## config.mk

```make
export PLATFORM = sky130hd
export DESIGN_NAME = epoch_seconds_calendar_converter
export DESIGN_NICKNAME = d
export VERILOG_FILES = /design/src/escc_pkg.sv /design/src/escc_datapath.sv /design/src/escc_ctrl.sv /design/src/epoch_seconds_calendar_converter.sv
export SDC_FILE = /design/constraint.sdc
export NUM_CORES = 2
export LEC_CHECK = 0
export ABC_AREA = 1
export BUFFER_PORTS_ARGS = -buffer_cell sky130_fd_sc_hd__buf_2
export CORE_MARGIN = 2
export CORE_UTILIZATION = 40
export CTS_CLUSTER_SIZE = 25
export DETAILED_ROUTE_END_ITERATION = 7
export HOLD_SLACK_MARGIN = 0.08
export SYNTH_ARGS = -nofsm -noshare
export SYNTH_HDL_FRONTEND = slang
export SYNTH_SLANG_ARGS = --single-unit
```

## constraint.sdc

```tcl
create_clock -name i_clk -period 15.2 [get_ports i_clk]
set_input_delay 2.28 -clock i_clk [delete_from_list [all_inputs] [get_ports i_clk]]
set_output_delay 2.28 -clock i_clk [all_outputs]
set_load 0.05 [all_outputs]
```

## src/escc_pkg.sv

```systemverilog
`timescale 1ns / 1ps
// Shared types, constants and calendar helper functions for the seconds/calendar converter.
package escc_pkg;

    typedef struct packed {
        logic        func;
        logic [31:0] seconds_count;
        logic [11:0] year_in;
        logic [3:0]  month_in;
        logic [4:0]  day_in;
        logic [4:0]  hour_in;
        logic [5:0]  minute_in;
        logic [5:0]  second_in;
    } t_in;

    typedef struct packed {
        logic [31:0] counter_value;
        logic [11:0] cal_year;
        logic [3:0]  cal_month;
        logic [4:0]  cal_day;
        logic [4:0]  cal_hour;
        logic [5:0]  cal_minute;
        logic [5:0]  cal_second;
        logic [2:0]  weekday;
    } t_out;

    localparam logic FUNC_TO_CAL     = 1'b0;
    localparam logic FUNC_TO_COUNTER = 1'b1;

    localparam logic [1:0] DSEL_DAY  = 2'd0;
    localparam logic [1:0] DSEL_HOUR = 2'd1;
    localparam logic [1:0] DSEL_MIN  = 2'd2;

    localparam logic [16:0] SECS_PER_DAY  = 17'd86400;
    localparam logic [16:0] SECS_PER_HOUR = 17'd3600;
    localparam logic [16:0] SECS_PER_MIN  = 17'd60;

    localparam logic [25:0] DAY_RECIP        = 26'd50903317;
    localparam int          DAY_RECIP_SHIFT  = 35;
    localparam logic [13:0] HOUR_RECIP       = 14'd9321;
    localparam int          HOUR_RECIP_SHIFT = 21;
    localparam logic [10:0] MIN_RECIP        = 11'd1093;
    localparam int          MIN_RECIP_SHIFT  = 14;

    localparam logic [16:0] RECIP_100   = 17'd5243;
    localparam int          RECIP_SHIFT = 19;

    typedef struct packed {
        logic       load;
        logic       div_step;
        logic       div_save;
        logic [1:0] div_sel;
        logic       year_step;
        logic       month_step;
        logic       f1_q1;
        logic       f1_q2;
        logic       f1_q3;
        logic       f1_ydays;
        logic       f1_days;
        logic       f1_prod;
        logic       f1_cnt;
        logic       out_load;
    } t_cmd;

    typedef struct packed {
        logic year_done;
        logic month_done;
    } t_stat;

    function automatic logic [4:0] mon_len(input logic [3:0] m, input logic leap);
        logic [4:0] len;
        case (m)
            4'd2:                      len = leap ? 5'd29 : 5'd28;
            4'd4, 4'd6, 4'd9, 4'd11:   len = 5'd30;
            default:                   len = 5'd31;
        endcase
        return len;
    endfunction

    function automatic logic [8:0] cum_days(input logic [3:0] m);
        logic [8:0] d;
        case (m)
            4'd1:    d = 9'd0;
            4'd2:    d = 9'd31;
            4'd3:    d = 9'd59;
            4'd4:    d = 9'd90;
            4'd5:    d = 9'd120;
            4'd6:    d = 9'd151;
            4'd7:    d = 9'd181;
            4'd8:    d = 9'd212;
            4'd9:    d = 9'd243;
            4'd10:   d = 9'd273;
            4'd11:   d = 9'd304;
            4'd12:   d = 9'd334;
            default: d = 9'd0;
        endcase
        return d;
    endfunction

    function automatic logic [2:0] mod7_5(input logic [4:0] v);
        logic [4:0] r;
        if (v >= 5'd28) begin
            r = v - 5'd28;
        end else if (v >= 5'd21) begin
            r = v - 5'd21;
        end else if (v >= 5'd14) begin
            r = v - 5'd14;
        end else if (v >= 5'd7) begin
            r = v - 5'd7;
        end else begin
            r = v;
        end
        return r[2:0];
    endfunction

    function automatic logic [2:0] add_mod7(input logic [2:0] a, input logic [2:0] b);
        logic [3:0] s;
        s = {1'b0, a} + {1'b0, b};
        if (s >= 4'd7) begin
            s = s - 4'd7;
        end
        return s[2:0];
    endfunction

endpackage

```

## src/escc_datapath.sv

```systemverilog
`timescale 1ns / 1ps
// Datapath: reciprocal-multiply time split, year/month reduction, closed-form day count and result register.
module escc_datapath #(
    parameter int BASE_YEAR_VALUE = 2000
) (
    input  logic           i_clk,
    input  escc_pkg::t_in  i_in,
    input  escc_pkg::t_cmd i_cmd,
    output escc_pkg::t_stat o_stat,
    output escc_pkg::t_out o_out
);
    import escc_pkg::*;

    localparam logic [11:0] YEAR_ORIGIN = 12'(BASE_YEAR_VALUE);
    localparam int          YY_BASE   = BASE_YEAR_VALUE + 4799;
    localparam int          JDN_BASE  = 307 + 365 * YY_BASE + YY_BASE / 4 - YY_BASE / 100
                                        + YY_BASE / 400 - 32045;
    localparam logic [2:0]  WD_BASE    = 3'(JDN_BASE % 7);
    localparam logic [1:0]  MOD4_BASE  = 2'(BASE_YEAR_VALUE % 4);
    localparam logic [6:0]  MOD100_BASE = 7'(BASE_YEAR_VALUE % 100);
    localparam logic [8:0]  MOD400_BASE = 9'(BASE_YEAR_VALUE % 400);
    localparam logic [20:0] LEAPS_BASE = 21'((BASE_YEAR_VALUE - 1) / 4
                                        - (BASE_YEAR_VALUE - 1) / 100
                                        + (BASE_YEAR_VALUE - 1) / 400);

    logic        r_func;
    logic [31:0] r_q;
    logic [16:0] r_r;
    logic [20:0] r_days;
    logic [11:0] r_year;
    logic [3:0]  r_month;
    logic [4:0]  r_dayin;
    logic [4:0]  r_hour;
    logic [5:0]  r_min;
    logic [5:0]  r_sec;
    logic [1:0]  r_m4;
    logic [6:0]  r_m100;
    logic [8:0]  r_m400;
    logic [2:0]  r_wd;
    logic [5:0]  r_q1;
    logic [5:0]  r_q2;
    logic [3:0]  r_q3;
    logic        r_leap;
    logic [31:0] r_acc;
    t_out        r_out;

    logic [50:0] day_p;
    logic [26:0] hour_p;
    logic [20:0] min_p;
    logic        leap_cnt;
    logic [8:0]  ylen;
    logic [4:0]  mlen;
    logic [11:0] ym1;
    logic [20:0] mul_a;
    logic [16:0] mul_b;
    logic [37:0] mul_p;
    logic [11:0] yc;
    logic [3:0]  mc;
    logic [4:0]  dlim;
    t_out        n_out;

    assign day_p  = 51'(r_q[31:7]) * 51'(DAY_RECIP);
    assign hour_p = 27'(r_r[16:4]) * 27'(HOUR_RECIP);
    assign min_p  = 21'(r_r[11:2]) * 21'(MIN_RECIP);

    assign leap_cnt = (r_m4 == 2'd0) && ((r_m100 != 7'd0) || (r_m400 == 9'd0));
    assign ylen     = leap_cnt ? 9'd366 : 9'd365;
    assign mlen     = mon_len(r_month, leap_cnt);
    assign ym1      = r_year - 12'd1;
    assign dlim     = mon_len(r_month, r_leap);

    assign yc = (i_in.year_in < YEAR_ORIGIN) ? YEAR_ORIGIN : i_in.year_in;
    assign mc = (i_in.month_in == 4'd0) ? 4'd1 :
                (i_in.month_in > 4'd12) ? 4'd12 : i_in.month_in;

    always_comb begin
        mul_a = '0;
        mul_b = '0;
        if (i_cmd.f1_q1) begin
            mul_a = 21'(r_year);
            mul_b = RECIP_100;
        end else if (i_cmd.f1_q2) begin
            mul_a = 21'(ym1);
            mul_b = RECIP_100;
        end else if (i_cmd.f1_q3) begin
            mul_a = 21'(ym1[11:2]);
            mul_b = RECIP_100;
        end else if (i_cmd.f1_prod) begin
            mul_a = r_days;
            mul_b = SECS_PER_DAY;
        end
    end

    assign mul_p = 38'(mul_a) * 38'(mul_b);

    assign o_stat.year_done  = r_days < 21'(ylen);
    assign o_stat.month_done = (r_month == 4'd12) || (r_days < 21'(mlen));

    always_comb begin
        n_out = '0;
        if (r_func == FUNC_TO_COUNTER) begin
            n_out.counter_value = r_acc;
        end else begin
            n_out.cal_year   = r_year;
            n_out.cal_month  = r_month;
            n_out.cal_day    = r_days[4:0] + 5'd1;
            n_out.cal_hour   = r_hour;
            n_out.cal_minute = r_min;
            n_out.cal_second = r_sec;
            n_out.weekday    = add_mod7(r_wd, mod7_5(r_days[4:0]));
        end
    end

    always_ff @(posedge i_clk) begin
        if (i_cmd.load) begin
            r_func  <= i_in.func;
            r_q     <= i_in.seconds_count;
            r_year  <= (i_in.func == FUNC_TO_COUNTER) ? yc : YEAR_ORIGIN;
            r_month <= (i_in.func == FUNC_TO_COUNTER) ? mc : 4'd1;
            r_dayin <= i_in.day_in;
            r_hour  <= (i_in.hour_in > 5'd23) ? 5'd23 : i_in.hour_in;
            r_min   <= (i_in.minute_in > 6'd59) ? 6'd59 : i_in.minute_in;
            r_sec   <= (i_in.second_in > 6'd59) ? 6'd59 : i_in.second_in;
            r_m4    <= MOD4_BASE;
            r_m100  <= MOD100_BASE;
            r_m400  <= MOD400_BASE;
            r_wd    <= WD_BASE;
        end

        if (i_cmd.div_step) begin
            case (i_cmd.div_sel)
                DSEL_DAY: begin
                    r_days <= 21'(day_p[DAY_RECIP_SHIFT +: 16]);
                end
                DSEL_HOUR: begin
                    r_hour <= hour_p[HOUR_RECIP_SHIFT +: 5];
                end
                DSEL_MIN: begin
                    r_min <= min_p[MIN_RECIP_SHIFT +: 6];
                end
                default: begin
                end
            endcase
        end

        if (i_cmd.div_save) begin
            case (i_cmd.div_sel)
                DSEL_DAY: begin
                    r_r <= r_q[16:0] - 17'(r_days[15:0]) * SECS_PER_DAY;
                end
                DSEL_HOUR: begin
                    r_r <= r_r - 17'(r_hour) * SECS_PER_HOUR;
                end
                DSEL_MIN: begin
                    r_sec <= r_r[5:0] - r_min * SECS_PER_MIN[5:0];
                end
                default: begin
                end
            endcase
        end

        if (i_cmd.year_step) begin
            r_days <= r_days - 21'(ylen);
            r_year <= r_year + 12'd1;
            r_m4   <= r_m4 + 2'd1;
            r_m100 <= (r_m100 == 7'd99) ? 7'd0 : r_m100 + 7'd1;
            r_m400 <= (r_m400 == 9'd399) ? 9'd0 : r_m400 + 9'd1;
            r_wd   <= add_mod7(r_wd, leap_cnt ? 3'd2 : 3'd1);
        end

        if (i_cmd.month_step) begin
            r_days  <= r_days - 21'(mlen);
            r_month <= r_month + 4'd1;
            r_wd    <= add_mod7(r_wd, 3'(mlen - 5'd28));
        end

        if (i_cmd.f1_q1) begin
            r_q1 <= mul_p[RECIP_SHIFT +: 6];
        end

        if (i_cmd.f1_q2) begin
            r_q2   <= mul_p[RECIP_SHIFT +: 6];
            r_leap <= (r_year[1:0] == 2'd0)
                      && ((r_year != 12'(r_q1) * 12'd100) || (r_q1[1:0] == 2'd0));
        end

        if (i_cmd.f1_q3) begin
            r_q3    <= mul_p[RECIP_SHIFT +: 4];
            r_dayin <= (r_dayin == 5'd0) ? 5'd1 : (r_dayin > dlim) ? dlim : r_dayin;
        end

        if (i_cmd.f1_ydays) begin
            r_days <= 21'd365 * 21'(r_year - YEAR_ORIGIN) + 21'(ym1[11:2])
                      - 21'(r_q2) + 21'(r_q3) - LEAPS_BASE;
        end

        if (i_cmd.f1_days) begin
            r_days <= r_days + 21'(cum_days(r_month))
                      + 21'(r_leap && (r_month > 4'd2)) + 21'(r_dayin) - 21'd1;
        end

        if (i_cmd.f1_prod) begin
            r_acc <= mul_p[31:0];
        end

        if (i_cmd.f1_cnt) begin
            r_acc <= r_acc + 32'(r_hour) * 32'd3600 + 32'(r_min) * 32'd60 + 32'(r_sec);
        end

        if (i_cmd.out_load) begin
            r_out <= n_out;
        end
    end

    assign o_out = r_out;

endmodule

```

## src/escc_ctrl.sv

```systemverilog
`timescale 1ns / 1ps
// Controller: sequences the divider, year and month loops and the counter build, owns the handshakes.
module escc_ctrl (
    input  logic            i_clk,
    input  logic            i_rst_n,
    input  logic            i_in_valid,
    input  logic            i_func,
    input  logic            i_out_ready,
    input  escc_pkg::t_stat i_stat,
    output logic            o_in_ready,
    output logic            o_out_valid,
    output escc_pkg::t_cmd  o_cmd
);
    import escc_pkg::*;

    localparam logic [3:0] ST_IDLE     = 4'd0;
    localparam logic [3:0] ST_DIV      = 4'd1;
    localparam logic [3:0] ST_DIV_END  = 4'd2;
    localparam logic [3:0] ST_YEAR     = 4'd3;
    localparam logic [3:0] ST_MONTH    = 4'd4;
    localparam logic [3:0] ST_F1_Q1    = 4'd5;
    localparam logic [3:0] ST_F1_Q2    = 4'd6;
    localparam logic [3:0] ST_F1_Q3    = 4'd7;
    localparam logic [3:0] ST_F1_YDAYS = 4'd8;
    localparam logic [3:0] ST_F1_DAYS  = 4'd9;
    localparam logic [3:0] ST_F1_PROD  = 4'd10;
    localparam logic [3:0] ST_F1_CNT   = 4'd11;
    localparam logic [3:0] ST_DONE     = 4'd12;

    logic [3:0] r_state, n_state;
    logic [1:0] r_sel, n_sel;
    logic       r_out_valid, n_out_valid;
    t_cmd       cmd;

    always_comb begin
        n_state = r_state;
        n_sel   = r_sel;
        cmd     = '0;
        case (r_state)
            ST_IDLE: begin
                if (i_in_valid) begin
                    cmd.load = 1'b1;
                    if (i_func == FUNC_TO_CAL) begin
                        n_state = ST_DIV;
                        n_sel   = DSEL_DAY;
                    end else begin
                        n_state = ST_F1_Q1;
                    end
                end
            end
            ST_DIV: begin
                cmd.div_step = 1'b1;
                cmd.div_sel  = r_sel;
                n_state      = ST_DIV_END;
            end
            ST_DIV_END: begin
                cmd.div_save = 1'b1;
                cmd.div_sel  = r_sel;
                case (r_sel)
                    DSEL_DAY: begin
                        n_sel   = DSEL_HOUR;
                        n_state = ST_DIV;
                    end
                    DSEL_HOUR: begin
                        n_sel   = DSEL_MIN;
                        n_state = ST_DIV;
                    end
                    default: begin
                        n_state = ST_YEAR;
                    end
                endcase
            end
            ST_YEAR: begin
                if (i_stat.year_done) begin
                    n_state = ST_MONTH;
                end else begin
                    cmd.year_step = 1'b1;
                end
            end
            ST_MONTH: begin
                if (i_stat.month_done) begin
                    n_state = ST_DONE;
                end else begin
                    cmd.month_step = 1'b1;
                end
            end
            ST_F1_Q1: begin
                cmd.f1_q1 = 1'b1;
                n_state   = ST_F1_Q2;
            end
            ST_F1_Q2: begin
                cmd.f1_q2 = 1'b1;
                n_state   = ST_F1_Q3;
            end
            ST_F1_Q3: begin
                cmd.f1_q3 = 1'b1;
                n_state   = ST_F1_YDAYS;
            end
            ST_F1_YDAYS: begin
                cmd.f1_ydays = 1'b1;
                n_state      = ST_F1_DAYS;
            end
            ST_F1_DAYS: begin
                cmd.f1_days = 1'b1;
                n_state     = ST_F1_PROD;
            end
            ST_F1_PROD: begin
                cmd.f1_prod = 1'b1;
                n_state     = ST_F1_CNT;
            end
            ST_F1_CNT: begin
                cmd.f1_cnt = 1'b1;
                n_state    = ST_DONE;
            end
            ST_DONE: begin
                if (!r_out_valid || i_out_ready) begin
                    cmd.out_load = 1'b1;
                    n_state      = ST_IDLE;
                end
            end
            default: begin
                n_state = ST_IDLE;
            end
        endcase
    end

    always_comb begin
        n_out_valid = r_out_valid;
        if (cmd.out_load) begin
            n_out_valid = 1'b1;
        end else if (i_out_ready) begin
            n_out_valid = 1'b0;
        end
    end

    always_ff @(posedge i_clk) begin
        if (!i_rst_n) begin
            r_state     <= ST_IDLE;
            r_sel       <= DSEL_DAY;
            r_out_valid <= 1'b0;
        end else begin
            r_state     <= n_state;
            r_sel       <= n_sel;
            r_out_valid <= n_out_valid;
        end
    end

    assign o_in_ready  = (r_state == ST_IDLE);
    assign o_out_valid = r_out_valid;
    assign o_cmd       = cmd;

endmodule

```

## src/epoch_seconds_calendar_converter.sv

```systemverilog
`timescale 1ns / 1ps
// Top level: converts between a seconds counter and a Gregorian date and time.
//
// Input channel (i_in_valid / o_in_ready / i_in) takes one request per transfer.
// func 0 splits seconds_count into date, time and weekday; func 1 clamps the
// date and time fields and builds the seconds counter (wrapping modulo 2^32).
// Output channel (o_out_valid / i_out_ready / o_out) carries one result per request.
//
// One request is in flight at a time. A func 0 request runs three reciprocal
// multiplications, each followed by a remainder step, then steps off up to 136
// whole years and then up to 11 whole months from the day count, one per cycle.
// A func 1 request builds its counter through the shared multiplier.
// The next request is taken the cycle after its result is loaded.
// The result sits in an output register, so a new request is taken while the
// previous result waits; a finished result holds until that register is free.
// Reset (synchronous, active low) returns the block to idle and drops any
// pending result.
module epoch_seconds_calendar_converter #(
    parameter int BASE_YEAR_VALUE = 2000
) (
    input  logic           i_clk,
    input  logic           i_rst_n,
    input  logic           i_in_valid,
    output logic           o_in_ready,
    input  escc_pkg::t_in  i_in,
    output logic           o_out_valid,
    input  logic           i_out_ready,
    output escc_pkg::t_out o_out
);
    import escc_pkg::*;

    t_cmd  cmd;
    t_stat stat;

    escc_ctrl u_ctrl (
        .i_clk       (i_clk),
        .i_rst_n     (i_rst_n),
        .i_in_valid  (i_in_valid),
        .i_func      (i_in.func),
        .i_out_ready (i_out_ready),
        .i_stat      (stat),
        .o_in_ready  (o_in_ready),
        .o_out_valid (o_out_valid),
        .o_cmd       (cmd)
    );

    escc_datapath #(
        .BASE_YEAR_VALUE (BASE_YEAR_VALUE)
    ) u_datapath (
        .i_clk  (i_clk),
        .i_in   (i_in),
        .i_cmd  (cmd),
        .o_stat (stat),
        .o_out  (o_out)
    );

endmodule

```

Word level (Yosys, flattened, before mapping). Memories as Yosys holds them, arrays and structs flattened. A register that Yosys moved wholly into a read port is not among the register bits. Cells that the tools add are included.

Add/subtract/negate cells: 35. Multipliers: 11. Divide/modulo/power cells: 0. Order comparisons: 16. Eq/ne operators: 31. Shift operators: 0. Mux-type cells: 100. Bitwise operators: 0. Reduce and logical (&&, ||, !) cells: 36.

Operator list (count): $mux W21 (10); $mux W17 (4); $mux W32 (2); $pmux W4 S13 (1); $mul A25 B26 Y51 const B (1); $mux W12 (4); $mux W6 (8); $mux W4 (10); $mux W5 (8); $mux W3 (12); $mux W9 (4); $pmux W17 S2 (1); $sub A17 B17 Y17 (2); $add A32 B12 Y32 (1); $add A32 B17 Y32 (1); $add A32 B6 Y32 (1); $eq A4 B4 Y1 const B (8); $mul A21 B17 Y32 (1); $mul A13 B14 Y26 const B (1); $mul A5 B8 Y13 const B (2); $eq A4 B3 Y1 const B (6); $sub A3 B3 Y3 const B (8); $add A21 B1 Y21 (1); $add A21 B10 Y21 (1); 68 further kinds (131).

Register bits: 259. Latch bits: 0. Memory bits (writable): 0. Memory bits (read-only): 144. Bits of input ports: 75. Output and inout port bits: 75. Logic and storage cells: 260. Memories kept: 1.

Memories: (name not given) (words 16, width 9, rd ports 1, clocked after memory_dff 1, wr ports 0, RTL line escc_pkg.sv:82) `case (m)`.

Depth between registers and ports, before layout.
Depth after elaboration: 12. Gate-level depth with buffers: 40. Gate-level depth less buffers: 39.

Cells and area by module. From an unflattened synthesis, not the netlist that was laid out.

Cell total of the unflattened synthesis: 5793. Area total of the unflattened synthesis: 47285.4 um2.

Modules (own cells, without submodules): escc_datapath (instances 1, cells an instance 5696, area an instance 46708.5 um2, seq. area each 7577.3 um2); escc_ctrl (instances 1, cells an instance 97, area an instance 576.8 um2, seq. area each 140.1 um2).

Least setup slack after synthesis. No wires, ideal clock.

Path kind: input -> register. From: input i_out_ready. To: register u_datapath.r_out, in the netlist u_datapath.o_out[0] (enable). Library setup time: 684 ps. Arrival: 9221 ps. Data required time: 14516 ps. Slack: 5295 ps. Stages: 2. Buffers on the path: 0. Cells stage by stage: nor2_1 nor4_1.

RTL lines: start: declaration (RTL line epoch_seconds_calendar_converter.sv:27) `input logic i_out_ready,`; end signal: assignment (RTL line escc_datapath.sv:211) `r_out <= n_out;`; end: declaration (RTL line escc_datapath.sv:45) `t_out r_out;`.

Final worst setup path.
From: register u_datapath.r_year[2]. To: register u_datapath.r_acc[28] (data pin).

Cells in the longest elaborated chain, start to end: 7.

RTL lines: start: declaration (RTL line escc_datapath.sv:30) `logic [11:0] r_year;`; start signal: assignment (RTL line escc_datapath.sv:118) `r_year <= (i_in.func == FUNC_TO_COUNTER) ? yc : YEAR_ORIGIN;`; start signal: assignment (RTL line escc_datapath.sv:164) `r_year <= r_year + 12'd1;`; $sub A12 B1 Y12 (RTL line escc_datapath.sv:69) `assign ym1 = r_year - 12'd1;`; $mux W21 (RTL line escc_datapath.sv:85) `end else if (i_cmd.f1_q3) begin`; $mux W21 (RTL line escc_datapath.sv:82) `end else if (i_cmd.f1_q2) begin`; $mux W21 * (RTL line escc_datapath.sv:79) `if (i_cmd.f1_q1) begin`; $mul A21 B17 Y32 * (RTL line escc_datapath.sv:94) `assign mul_p = 38'(mul_a) * 38'(mul_b);`; $mux W32 * (RTL line escc_datapath.sv:202) `if (i_cmd.f1_prod) begin`; $mux W32 * (RTL line escc_datapath.sv:206) `if (i_cmd.f1_cnt) begin`; end signal: assignment (RTL line escc_datapath.sv:203) `r_acc <= mul_p[31:0];`; end signal: assignment (RTL line escc_datapath.sv:207) `r_acc <= r_acc + 32'(r_hour) * 32'd3600 + 32'(r_min) * 32'd60 + 32'(r_sec);`; end: declaration (RTL line escc_datapath.sv:44) `logic [31:0] r_acc;`.

Every way passes the cells marked *; elsewhere a longest branch is shown, timed or not. The select of a mux whose other input is x is not followed. A chain may end at the register's enable or synchronous reset.

==> summary.txt <==
Layout
  – Fill cell count: 11,700
  – Fin nets: 7,295
  – Diode count: 0
  – Synth-to-Final Area Change: 8.84%
  – Share of layout cells above drive strength 1: 5.31%

Clock network
  – Post_cts resized: 0
  – Hold_buf cts: 0
  – CTS buffer count: 40
  – Post-CTS setup buffer count: 0
  – CTS root buf: clkbuf_16
  – CTS tree: built
  – H-tree depth: 2
  – Clock Latency Late Sink: 630 ps
  – Clock buffer depth: 3
  – Worst-path clk slew: 60 ps
  – # clock sinks: 268

GRT
  – Total gr overflow: 0
  – First-pass GRT wire length: 210 mm
  – Vias in the first global route: 37,500
  – Largest net degree at the start of global routing: 74
  – Initial antenna violation count: 0
  – GRT Util Overall: 22.9%

Floorplan
  – Starting Density: 40.1%
  – Site Rows: 125
  – Core Box Area: 0.116 mm2
  – Die height: 345 um
  – Die W: 345 um
  – Die area: 0.119 mm2
  – I/O pin count: 150

Timing
  – # setup viols final: 0
  – Tmin final: 8010 ps
  – Final hold viol count: 0
  – TNS Setup: 0 ps
  – Worst-margin pin slew: 1220 ps
  – Part of the cycle the worst path needs: 52.7%
  – Max Slew Vio Count: 0
  – Max frequency: 125 MHz
  – Slew margin rel.: 18.3%
  – RSZ-0062 raised after global routing: false
  – Worst clock skew: 53.0 ps

Logic synthesis
  – Mapped Area: 0.0465 mm2
  – Number of flops mapped to enable cells by yosys: 235
  – Post-synthesis sequential area ratio: 16.6%
  – Post-Synthesis Cells: 5,621
  – Post-synthesis simple-gate area fraction: 15.7%
  – Top cell type by total area after synthesis: ha_1
  – Post-synth top area share: 23.6%
  – FF+latch count, synth: 268
  – Mux cell area share after synthesis: 0.0458%
  – Count leader, synth: inv_1
  – Synth cell types: 72
  – Compound-gate portion of the synthesized area: 7.83%
  – Post-synthesis adder-cell area fraction: 45.2%
  – Synth cell count leaders: inv_1, nand2_1, ha_1
  – Ys async rst share: 0%
  – Largest family of logic cells by synthesized area: adder cells
  – Ys flop type: edfxtp_1
  – Ranking of synthesized cells by area: ha_1, fa_1, edfxtp_1
  – Synth warn: 0
  – Xor/xnor share of the synthesized area: 2.88%
  – Syn avg cell area: 8.27 um2

Setup path
  – FF-to-FF Start: u_datapath.r_year[2]$_DFFE_PP_
  – Startpoint Class: flip-flop
  – CP startpoint: u_datapath.r_year[2]$_DFFE_PP_
  – Largest stage delay, worst path: 570 ps
  – Endpoint class of the critical path: flip-flop
  – Crit Path Category: reg -> reg
  – Critical path arrival: 8360 ps
  – Most used cell, CP: fa_1
  – Critical Path Slowest Stage Cell: edfxtp_1
  – Req. time, crit path: 15,550 ps
  – Worst Path Max Fanout: 9

Worst hold path
  – Min-delay worst type: reg -> reg
  – Hold Startpoint: u_datapath.r_r[0]$_DFFE_PP_

Placement
  – Routability cong.: 0.956
  – # port buffers: 149
  – Hpwl dp: 113 mm

Run
  – Max cap viols: 0

Detailed routing
  – DR WL/cell: 18.1 um
  – Wirelength, routed: 134 mm
  – Via count: 37,000
  – Drt first-iter violations: 2,370
  – Final ANT Viol Nets: 0
  – # DRC: 0
  – DR pass1 iterations: 6
  – DR vias/cell: 5.00

Status
  – Status: complete, no violations
-- layout by cell type (no fill, tap or decap), types with 7 or more instances in the layout --
cell,synthesis,final
o21ai_0,210,210
buf_4,1,20
conb_1,2,66
or2_2,18,18
a21oi_1,275,275
buf_2,12,149
xor2_1,99,99
nor4_1,11,10
nor2_1,379,376
o22ai_1,18,18
clkinv_1,7,12
clkbuf_16,0,40
nor3_1,48,48
nand4_1,62,62
o31ai_1,8,8
clkbuf_1,35,9
o211ai_1,11,11
ha_1,877,877
nand2_2,14,14
o21bai_1,29,29
xnor2_1,54,54
a21o_1,15,15
o21ai_1,11,11
dfxtp_1,33,33
a31oi_1,25,25
inv_2,15,15
edfxtp_1,235,235
o21ai_2,7,7
nand2_1,982,982
nand3_1,189,189
fa_1,502,502
inv_1,1346,1346
-- registers in the layout, indices dropped and copies added (netlist names), 6 cells and up, named ones only --
name               flops
u_datapath.r_year     12
u_datapath.r_m400      9
u_datapath.o_out      73
u_datapath.r_acc      32
u_datapath.r_sec       6
u_datapath.r_q        32
u_datapath.r_min       6
u_datapath.r_r        17
u_datapath.r_m100      7
u_datapath.r_days     21
u_datapath.r_q1        6
u_datapath.r_q2        6
-- critical path, delay by kind of cell (launching register included) --
family / cells / cell delay (ps)
adder cells (fa/ha/maj): 8 / 3560
AND/OR/NAND/NOR: 9 / 1540
AO/OA/AOI/OAI: 7 / 1350
buffers and inverters: 5 / 590
flip-flops: 1 / 570
XOR/XNOR: 1 / 170
-- kinds of logic after synthesis --
family,after synthesis
adder cells (fa/ha/maj),1379
XOR/XNOR,153
flip-flops,268
AO/OA/AOI/OAI,650
multiplexers,2
buffers and inverters,1424
AND/OR/NAND/NOR,1743
other,2
-- per-layer routing --
metal | global-route usage, % | routed length [um]
met1 | 31.3 | 60900
met2 | 37.2 | 60500
met3 | 4.25 | 8740
met4 | 5.84 | 3600
met5 | 0 | 0
-- area by class of cell --
class                      instances  area, um2  share of cell area, %
multi-input combinational       3993      33600                   66.4
sequential                       268       7720                   15.3
inverter                        1369       5140                   10.2
tap                             1524       1910                   3.77
clock buffer                      51       1060                   2.10
timing repair buffer             169        896                   1.77
clock inverter                    23        254                  0.502
-- worst paths after layout --
| kind | to | slack (ps) | cells after the start |
|---|---|---|---|
| hold reg to reg | u_datapath.r_sec[0]$_DFF_P_ | 530 | 2 |
| setup reg to reg | u_datapath.r_acc[28]$_DFFE_PP_ | 7190 | 30 |
| hold / removal | u_datapath.r_sec[0]$_DFF_P_ | 530 | 2 |
| setup / recovery | u_datapath.r_acc[28]$_DFFE_PP_ | 7190 | 30 |
-- metrics by stage --
stage / cells / setup slack (ps) / hold slack [ps] / area (um2) / util, %
floorplan: 5685 / 5290 / 454 / 46700 / -
global placement: 7323 / 7350 / 472 / 49300 / 42.6
detailed placement: 7323 / 7230 / 516 / 49300 / 42.6
CTS: 7397 / 7220 / 530 / 50600 / 43.7
global route: 7397 / 6540 / 554 / 50600 / 43.7
finish: 7397 / 7190 / 527 / 50600 / 43.7
Power is not shown: default switching activity piles up to over one toggle a cycle in this logic, so the estimate is an artifact.
